==> config.mk <==
export PLATFORM = sky130hd
export DESIGN_NAME = slm_ctrl
export DESIGN_NICKNAME = d
export VERILOG_FILES = /design/src/design/slm_pkg.sv /design/src/design/slm_ctrl.sv
export SDC_FILE = /design/constraint.sdc
export NUM_CORES = 1
export LEC_CHECK = 0
export BUFFER_PORTS_ARGS = -buffer_cell sky130_fd_sc_hd__buf_2
export CELL_PAD_IN_SITES_DETAIL_PLACEMENT = 0
export CELL_PAD_IN_SITES_GLOBAL_PLACEMENT = 2
export CORE_AREA = 2 2 39 41
export CTS_CLUSTER_SIZE = 14
export DETAILED_ROUTE_END_ITERATION = 16
export DIE_AREA = 0 0 41 43
export PLACE_DENSITY = 0.71
export SYNTH_ARGS = -nofsm -noshare
export SYNTH_HDL_FRONTEND = slang
export SYNTH_SLANG_ARGS = --single-unit
==> constraint.sdc <==
create_clock -name clk_i -period 2.4 [get_ports clk_i]
set_clock_uncertainty 0.2 [all_clocks]
set_input_delay 0.72 -clock clk_i [delete_from_list [all_inputs] [get_ports clk_i]]
set_output_delay 0.72 -clock clk_i [all_outputs]
set_load 0.03 [all_outputs]
==> src/design/slm_pkg.sv <==
// Package for sorted_list_merge: sizes, command codes, controller/datapath structs.
// No dependencies.
package slm_pkg;
  localparam int unsigned TotalDef = 1024;
  localparam int unsigned ListsDef = 16;
  localparam int unsigned VAL_W = 32;

  typedef enum logic {
    CMD_LOAD = 1'b0,
    CMD_POP  = 1'b1
  } cmd_e;

  // controller -> datapath
  typedef struct packed {
    logic load;       // store one element
    logic scan_start; // reset scan index and best
    logic scan_step;  // one phase (read or compare) of one list
    logic pop;        // commit best, advance head
  } dp_cmd_t;

  // datapath -> controller
  typedef struct packed {
    logic scan_done;
    logic empty;
  } dp_sts_t;
endpackage

==> src/design/slm_ctrl.sv <==
// Controller: accepts words, sequences the head scan, drives the result register.
// Depends on slm_pkg.
module slm_ctrl (
  input  logic             clk_i,
  input  logic             rst_ni,
  input  logic             in_valid_i,
  input  logic             in_cmd_i,
  output logic             in_ready_o,
  output logic             out_valid_o,
  input  logic             out_ready_i,
  output logic             res_valid_o,
  output slm_pkg::dp_cmd_t cmd_o,
  input  slm_pkg::dp_sts_t sts_i
);
  import slm_pkg::*;
  typedef enum logic [3:0] {
    S_IDLE = 4'b0001,
    S_SCAN = 4'b0010,
    S_POP  = 4'b0100,
    S_OUT  = 4'b1000
  } state_e;
  state_e state_q, state_d;
  logic   rv_q, rv_d;
  logic   acc;

  assign in_ready_o = (state_q == S_IDLE);
  assign acc = in_valid_i && in_ready_o;
  assign out_valid_o = (state_q == S_OUT);
  assign res_valid_o = rv_q;

  always_comb begin
    state_d = state_q;
    rv_d    = rv_q;
    cmd_o   = '0;
    case (state_q)
      S_IDLE: begin
        if (acc) begin
          if (in_cmd_i == CMD_LOAD) cmd_o.load = 1'b1;
          else if (sts_i.empty) begin
            rv_d = 1'b0; state_d = S_OUT;
          end else begin
            cmd_o.scan_start = 1'b1; state_d = S_SCAN;
          end
        end
      end
      S_SCAN: begin
        if (sts_i.scan_done) state_d = S_POP;
        else cmd_o.scan_step = 1'b1;
      end
      S_POP: begin
        cmd_o.pop = 1'b1; rv_d = 1'b1; state_d = S_OUT;
      end
      S_OUT: begin
        if (out_ready_i) state_d = S_IDLE;
      end
      default: state_d = S_IDLE;
    endcase
  end

  always_ff @(posedge clk_i or negedge rst_ni) begin
    if (!rst_ni) begin
      state_q <= S_IDLE; rv_q <= 1'b0;
    end else begin
      state_q <= state_d; rv_q <= rv_d;
    end
  end

  a_onehot: assert property (@(posedge clk_i) disable iff (!rst_ni) $onehot(state_q))
    else $error("state not one-hot");
  a_pop_out: assert property (@(posedge clk_i) disable iff (!rst_ni)
    state_q == S_POP |=> state_q == S_OUT && rv_q)
    else $error("pop not followed by result");
  a_hold: assert property (@(posedge clk_i) disable iff (!rst_ni)
    out_valid_o && !out_ready_i |=> out_valid_o)
    else $error("result dropped");
endmodule

==> results of run 1 <==
## layout make-up
type                    count  area, sq um  share of cell area, %
clock buffers               4         26.3                   5.29
multi-input cells          20          169                   34.0
flip-flops and latches      5          130                   26.2
well taps                  16         20.0                   4.03
repair buffers             22          151                   30.5
## how the worst max path moves through the flow
stage               startpoint  endpoint  slack [ns]
finish              state_q[3]  cmd_o[1]       0.001
global route        state_q[0]  cmd_o[2]       -0.05
CTS                 state_q[3]  cmd_o[1]      0.0004
detailed placement  state_q[3]  cmd_o[1]        0.17
global placement    state_q[3]  cmd_o[1]        0.18
floorplan           state_q[0]  cmd_o[2]       -0.04
## power breakdown
group	leakage, nW	internal, mW	switching, mW
clock network	0.0150	0.0626	0.0300
registers	0.0608	0.0913	0.00636
logic	0.162	0.0370	0.0359
## sequential cells by signal (all words and copies together) (netlist names)
name and count:
res_valid_o 1, state_q 4
## worst reg2reg max path: stages (launching register included)
cell and delay (ns):
dfstp_2 0.55, nor4b_4 0.27, nand3_2 0.12, buf_4 0.15
buf_4 0.12, buf_4 0.12, buf_4 0.12, buf_4 0.12
buf_4 0.12, buf_4 0.12, o22ai_1 0.16
## metal layers
layer	part of all wire [%]	routed length [um]	up-vias
li1	-	-	146
met1	38	282	137
met2	55	409	9
met3	5.2	39	2
met4	1.5	11	0
met5	0	0	-
## placed cells by master, fill, tap and decap left out, types with 2 or more instances in the layout
cell       n
dfrtp_2    3
buf_6      3
nor4b_1    3
buf_2     10
clkbuf_4   3
buf_4      9
nor2_2     2
## logic make-up (layout without fill, tap and decap cells)
| family | count (synthesis) | after routing | share of synthesized area, % |
|---|---|---|---|
| AOI/OAI and AO/OA | 4 | 4 | 11.5 |
| DFF | 5 | 5 | 46.3 |
| and+or+nand+nor | 16 | 16 | 39.4 |
| buffers and inverters | 1 | 26 | 2.75 |
## per-stage QoR
stage	setup WS, ns	hold slack [ns]	total power [mW]	area (sq um)	std cells
global route	-0.0465	0.0889	0.280	497	67
detailed placement	0.174	0.311	0.149	364	54
finish	0.00115	0.0875	0.263	497	67
global placement	0.182	0.312	0.148	364	54
CTS	0.000386	0.0841	0.260	468	66
floorplan	-0.0413	0.224	0.131	287	26
## what timing repair did
| item | CTS | global route |
|---|---|---|
| hold buffers | 0 | 0 |
| endpoints found under the setup margin | 2 | 4 |
| setup buffers | 8 | 1 |
| gates cloned | 0 | 0 |
| pin swaps | 1 | 1 |
| gates resized for setup | 7 | 7 |
==> summary.md, run 1 <==
| Metric | Value |
|---|---|
| Via count | `294` |
| CTS tree | `yes` |
| Register area share after synthesis | `46.3%` |
| Antenna cells | `0` |
| Initial DRC count | `3` |
| Syn Area/Cell | `10.5 sq um` |
| Number of setup violations in the final report | `0` |
| Warnings, synthesis | `0` |
| Synth area leaders | `dfrtp_1 (37%), dfstp_2 (9.6%), nor4b_1 (9.6%)` |
| Max Root-Sink Buffers | `2` |
| I/O pin cnt | `14` |
| Gpl congestion | `0.682` |
| Grt ovf | `0` |
| Syn-to-layout area delta | `82.1%` |
| R2R cell count | `10` |
| Die extent in x | `41 um` |
| Crit start category | `flip-flop` |
| Synth Flop Type | `dfrtp_1` |
| Post-synth top area cell | `dfrtp_1` |
| Most common library cells after synthesis | `dfrtp_1 (4), nor2_1 (4), nor4b_1 (3)` |
| DR WL/cell | `11.1 um` |
| Most Crowded Layer GR | `met2` |
| DRT antenna net count | `0` |
| CTS Buf Count | `3` |
| FF+latch count, synth | `5` |
| Post-synth EDFFs | `0` |
| FP Rows | `14` |
| FMAX | `417 MHz` |
| Final hold vios | `0` |
| Class of the worst hold path | `in -> async` |
| Slew @ Worst Pin | `0.358 ns` |
| Top cell family by delay on the critical path | `simple AND/OR/NAND/NOR gates` |
| Fin nets | `59` |
| TritonCTS Sinks | `5` |
| Crit. End Element | `primary output` |
| RSZ-0062 raised after global routing | `true` |
| Vias in the first global route | `293` |
| Reg2Reg Launch Point | `state_q[0]` |
| Crit share post-route | `100%` |
| Clk slew on worst S/H paths | `0.04 ns` |
| Post-Syn Area | `273 sq um` |
| Met3 Usage GRT | `1.57%` |
| CP Class | `reg -> out` |
| Max-cap violations | `0` |
| Largest net degree at the start of global routing | `8` |
| Layout cell share with drive strength beyond 1 | `70.6%` |
| Netlist cell types | `18` |
| Critical path peak fanout | `5` |
| Mapped Cells | `26` |
| Worst path cell trace | `or4b_4, nor2_4, buf_6` |
| Clk_lat worst skew | `0.23 ns` |
| R2R Path End | `state_q[1]` |
| Total track usage | `10.1%` |
| Slowest cell delay on critical path | `0.56 ns` |
| Core footprint | `1380 sq um` |
| Starting Density | `19.7%` |
| Critical path required time | `1.48 ns` |
| Drt first pass iters | `2` |
| Setup TNS Final | `0 ns` |
| DRC | `0` |
| Synth async-reset ratio | `100%` |
| Leakage | `0.237 nW` |
| VDD IR max | `0.311 mV` |
| Filler cells | `149` |
| Critical path's slowest cell | `or4b_4` |
| Port bufs | `13` |
| Mapped Nets | `33` |
| First-pass GRT wire length | `1210 um` |
| Initial antenna violation count | `0` |
| Final min period | `2.40 ns` |
| CP arrival | `1.48 ns` |
| Worst R2R Setup Slack | `0.15 ns` |
| Via density | `4.39` |
| Met2 Resource Use GR | `16.9%` |
| Worst path buffer plus inverter count | `1` |
| Root buf cell | `clkbuf_4` |
| GR Layer Usage met1 | `12.2%` |
| DIE AREA | `1760 sq um` |
| Top cell type's share of synthesized area | `36.7%` |
| Post-layout util | `35.9%` |
| Status | `finished clean` |
| Max-slew headroom | `75.8%` |
| Pins Over Slew Limit | `0` |
| Wirelength, routed | `743 um` |
| PD cells | `530 nW/um^2` |
| Htree depth | `1` |
| Instance count on the critical path | `3` |
| Die Span Y | `43 um` |
No activity file was read; power rests on OpenSTA's default activity.
==> run 2, diff against run 1 <==
PLACE_DENSITY = 0.67   (was 0.71)
==> run 2 against run 1 <==
The flow now finishes with violations (setup timing). Total power increased by 2.3%. Global-route usage increased by 0.21 points. Sequential power decreased by 0.4%. Sequential share of layout area decreased by 0.76 points. Via count increased by 0.68%. Wire length decreased by 3.5%. Die area unchanged. Flip-flop and latch count unchanged. Worst setup slack got worse by 0.0048 ns. Cell area increased by 1.0%. Clock-buffer cell count unchanged.
==> summary.md, run 2 (synthesized netlist as in run 1, its figures left out) <==
| Metric | Value |
|---|---|
| Status | `complete, but fails checks (was finished clean)` |
| Failing checks | `setup timing` |
| Clock Power Share | `35.7% (was 35.2%)` |
| Setup TNS Final | `-0.00364 ns (was 0 ns)` |
| Max-cap violations | `0 (unchanged)` |
| I/O pin cnt | `14 (unchanged)` |
| Drt first pass iters | `4 (was 2)` |
| Critical path required time | `1.48 ns (about the same)` |
| Port bufs | `13 (unchanged)` |
| Sw frac | `28.2% (was 27.5%)` |
| Wirelength, routed | `717 um (was 743 um)` |
| Hpwl dp | `486 um` |
| Most flop-heavy register | `state_q (unchanged)` |
| DRC | `0 (unchanged)` |
| R2R Path End | `state_q[1] (unchanged)` |
| Total track usage | `10.3% (was 10.1%)` |
| CP Class | `reg -> out (unchanged)` |
| Crit share post-route | `100% (about the same)` |
| PD cells | `536 nW/um^2 (was 530 nW/um^2)` |
| FP Rows | `14 (unchanged)` |
| Via count | `296 (was 294)` |
| TritonCTS Sinks | `5 (unchanged)` |
| Total internal power | `193 uW (was 191 uW)` |
| Critical path peak fanout | `7 (was 5)` |
| Pins Over Slew Limit | `0 (unchanged)` |
| Leakage | `0.244 nW (was 0.237 nW)` |
| Gpl congestion | `0.726 (was 0.682)` |
| VDD IR max | `0.219 mV (was 0.311 mV)` |
| DR WL/cell | `10.5 um (was 11.1 um)` |
| CP arrival | `1.48 ns (about the same)` |
| Die extent in x | `41 um (unchanged)` |
| Via density | `4.35 (was 4.39)` |
| Worst R2R Setup Slack | `0.08 ns (was 0.15 ns)` |
| Final min period | `2.40 ns (about the same)` |
| Part of the power in registers | `36.2% (was 37.1%)` |
| Core footprint | `1380 sq um (unchanged)` |
| R2R cell count | `11 (was 10)` |
| Syn-to-layout area delta | `83.9% (was 82.1%)` |
| Grt ovf | `0 (unchanged)` |
| Number of setup violations in the final report | `1 (was 0)` |
| Antenna cells | `0 (unchanged)` |
| Reg2Reg Launch Point | `state_q[0] (unchanged)` |
| Htree depth | `1 (unchanged)` |
| Max Root-Sink Buffers | `2 (unchanged)` |
| Commonest non-fill, non-tap cells in the layout | `buf_2 (10), buf_4 (10) (was buf_2 (10), buf_4 (9))` |
| Fin nets | `60 (was 59)` |
| Die Span Y | `43 um (unchanged)` |
| Post-CTS Hold Fix Bufs | `0 (unchanged)` |
| Clk slew on worst S/H paths | `0.04 ns (about the same)` |
| Class of the worst hold path | `in -> async (unchanged)` |
| Setup WS post-layout | `-0.00364 ns (was 0.00115 ns)` |
| FMAX | `416 MHz (was 417 MHz)` |
| DIE AREA | `1760 sq um (unchanged)` |
| Crit start category | `flip-flop (unchanged)` |
| Vias in the first global route | `321 (was 293)` |
| Layout cell share with drive strength beyond 1 | `67.3% (was 70.6%)` |
| Largest net degree at the start of global routing | `8 (unchanged)` |
| P_sw | `76.0 uW (was 72.3 uW)` |
| CTS Buf Count | `3 (unchanged)` |
| Tot Pwr | `269 uW (was 263 uW)` |
| DRT antenna net count | `0 (unchanged)` |
| Comb power frac | `28.2% (was 27.7%)` |
| Clk_lat worst skew | `0.24 ns (was 0.23 ns)` |
| Starting Density | `19.7% (unchanged)` |
| First-pass GRT wire length | `1240 um (was 1210 um)` |
| RSZ-0062 raised after global routing | `true (unchanged)` |
| Crit. End Element | `primary output (unchanged)` |
| Initial DRC count | `1 (was 3)` |
| Slew @ Worst Pin | `0.365 ns (was 0.358 ns)` |
| Max reg flops | `4 (unchanged)` |
| Root buf cell | `clkbuf_4 (unchanged)` |
| Final hold vios | `0 (unchanged)` |
| Initial antenna violation count | `0 (unchanged)` |
| CTS tree | `yes (unchanged)` |
| Max-slew headroom | `75.3% (was 75.8%)` |
run 2: power groups by stage:
stage | Sequential (mW) | Clock [mW] | Combinational (mW)
2_1_floorplan | 0.100 | 0 | 0.0306
3_3_place_gp | 0.0994 | 0 | 0.0489
3_5_place_dp | 0.0995 | 0 | 0.0494
4_1_cts | 0.0974 | 0.100 | 0.0714
5_1_grt | 0.0986 | 0.103 | 0.0813
6_report | 0.0973 | 0.0960 | 0.0758
run 2: what timing repair did:
item / in CTS / in global routing
setup buffers: 10 / 0
pin swaps: 1 / 1
gates resized for setup: 7 / 5
endpoints found under the setup margin: 2 / 4
gates cloned: 0 / 0
run 2: stage by stage:
stage | utilization [%] | std cells | worst slack (ns) | hold WS (ns) | area [sq um]
after floorplan | - | 26 | -0.0413 | 0.224 | 287
after global placement | 26.3 | 54 | 0.182 | 0.312 | 364
after detailed placement | 26.3 | 54 | 0.163 | 0.322 | 364
after CTS | 35.2 | 68 | -0.00882 | 0.0786 | 487
after global routing | 36.3 | 68 | -0.0511 | 0.0877 | 502
final | 36.3 | 68 | -0.00364 | 0.0837 | 502
run 2: layout make-up:
| class | instances | area [sq um] |
|---|---|---|
| Clock buffer | 4 | 26.3 |
| Fill cell | 140 | 882 |
| Multi-Input combinational cell | 20 | 169 |
| Sequential cell | 5 | 128 |
| Tap cell | 16 | 20.0 |
| Timing Repair Buffer | 23 | 159 |
run 2: metal layers:
metal | share of wire [%] | global-route usage, %
met5 | 0 | 0
met4 | 0 | 6.00
met1 | 39 | 12.2
met3 | 5.2 | 1.57
met2 | 55 | 16.6
run 2: worst max-delay path, stage by stage (launching register included):
cell and delay (ns):
dfrtp_2 0.45, or4b_4 0.56, nor2_4 0.10, buf_6 0.13
run 2: worst max-delay path by stage:
| stage | start | slack [ns] | endpoint |
|---|---|---|---|
| after global routing | state_q[3] | -0.05 | cmd_o[1] |
| after CTS | state_q[3] | -0.009 | cmd_o[1] |
| after floorplan | state_q[0] | -0.04 | cmd_o[2] |
| final | state_q[3] | -0.004 | cmd_o[1] |
| after detailed placement | state_q[3] | 0.16 | cmd_o[1] |
| after global placement | state_q[3] | 0.18 | cmd_o[1] |
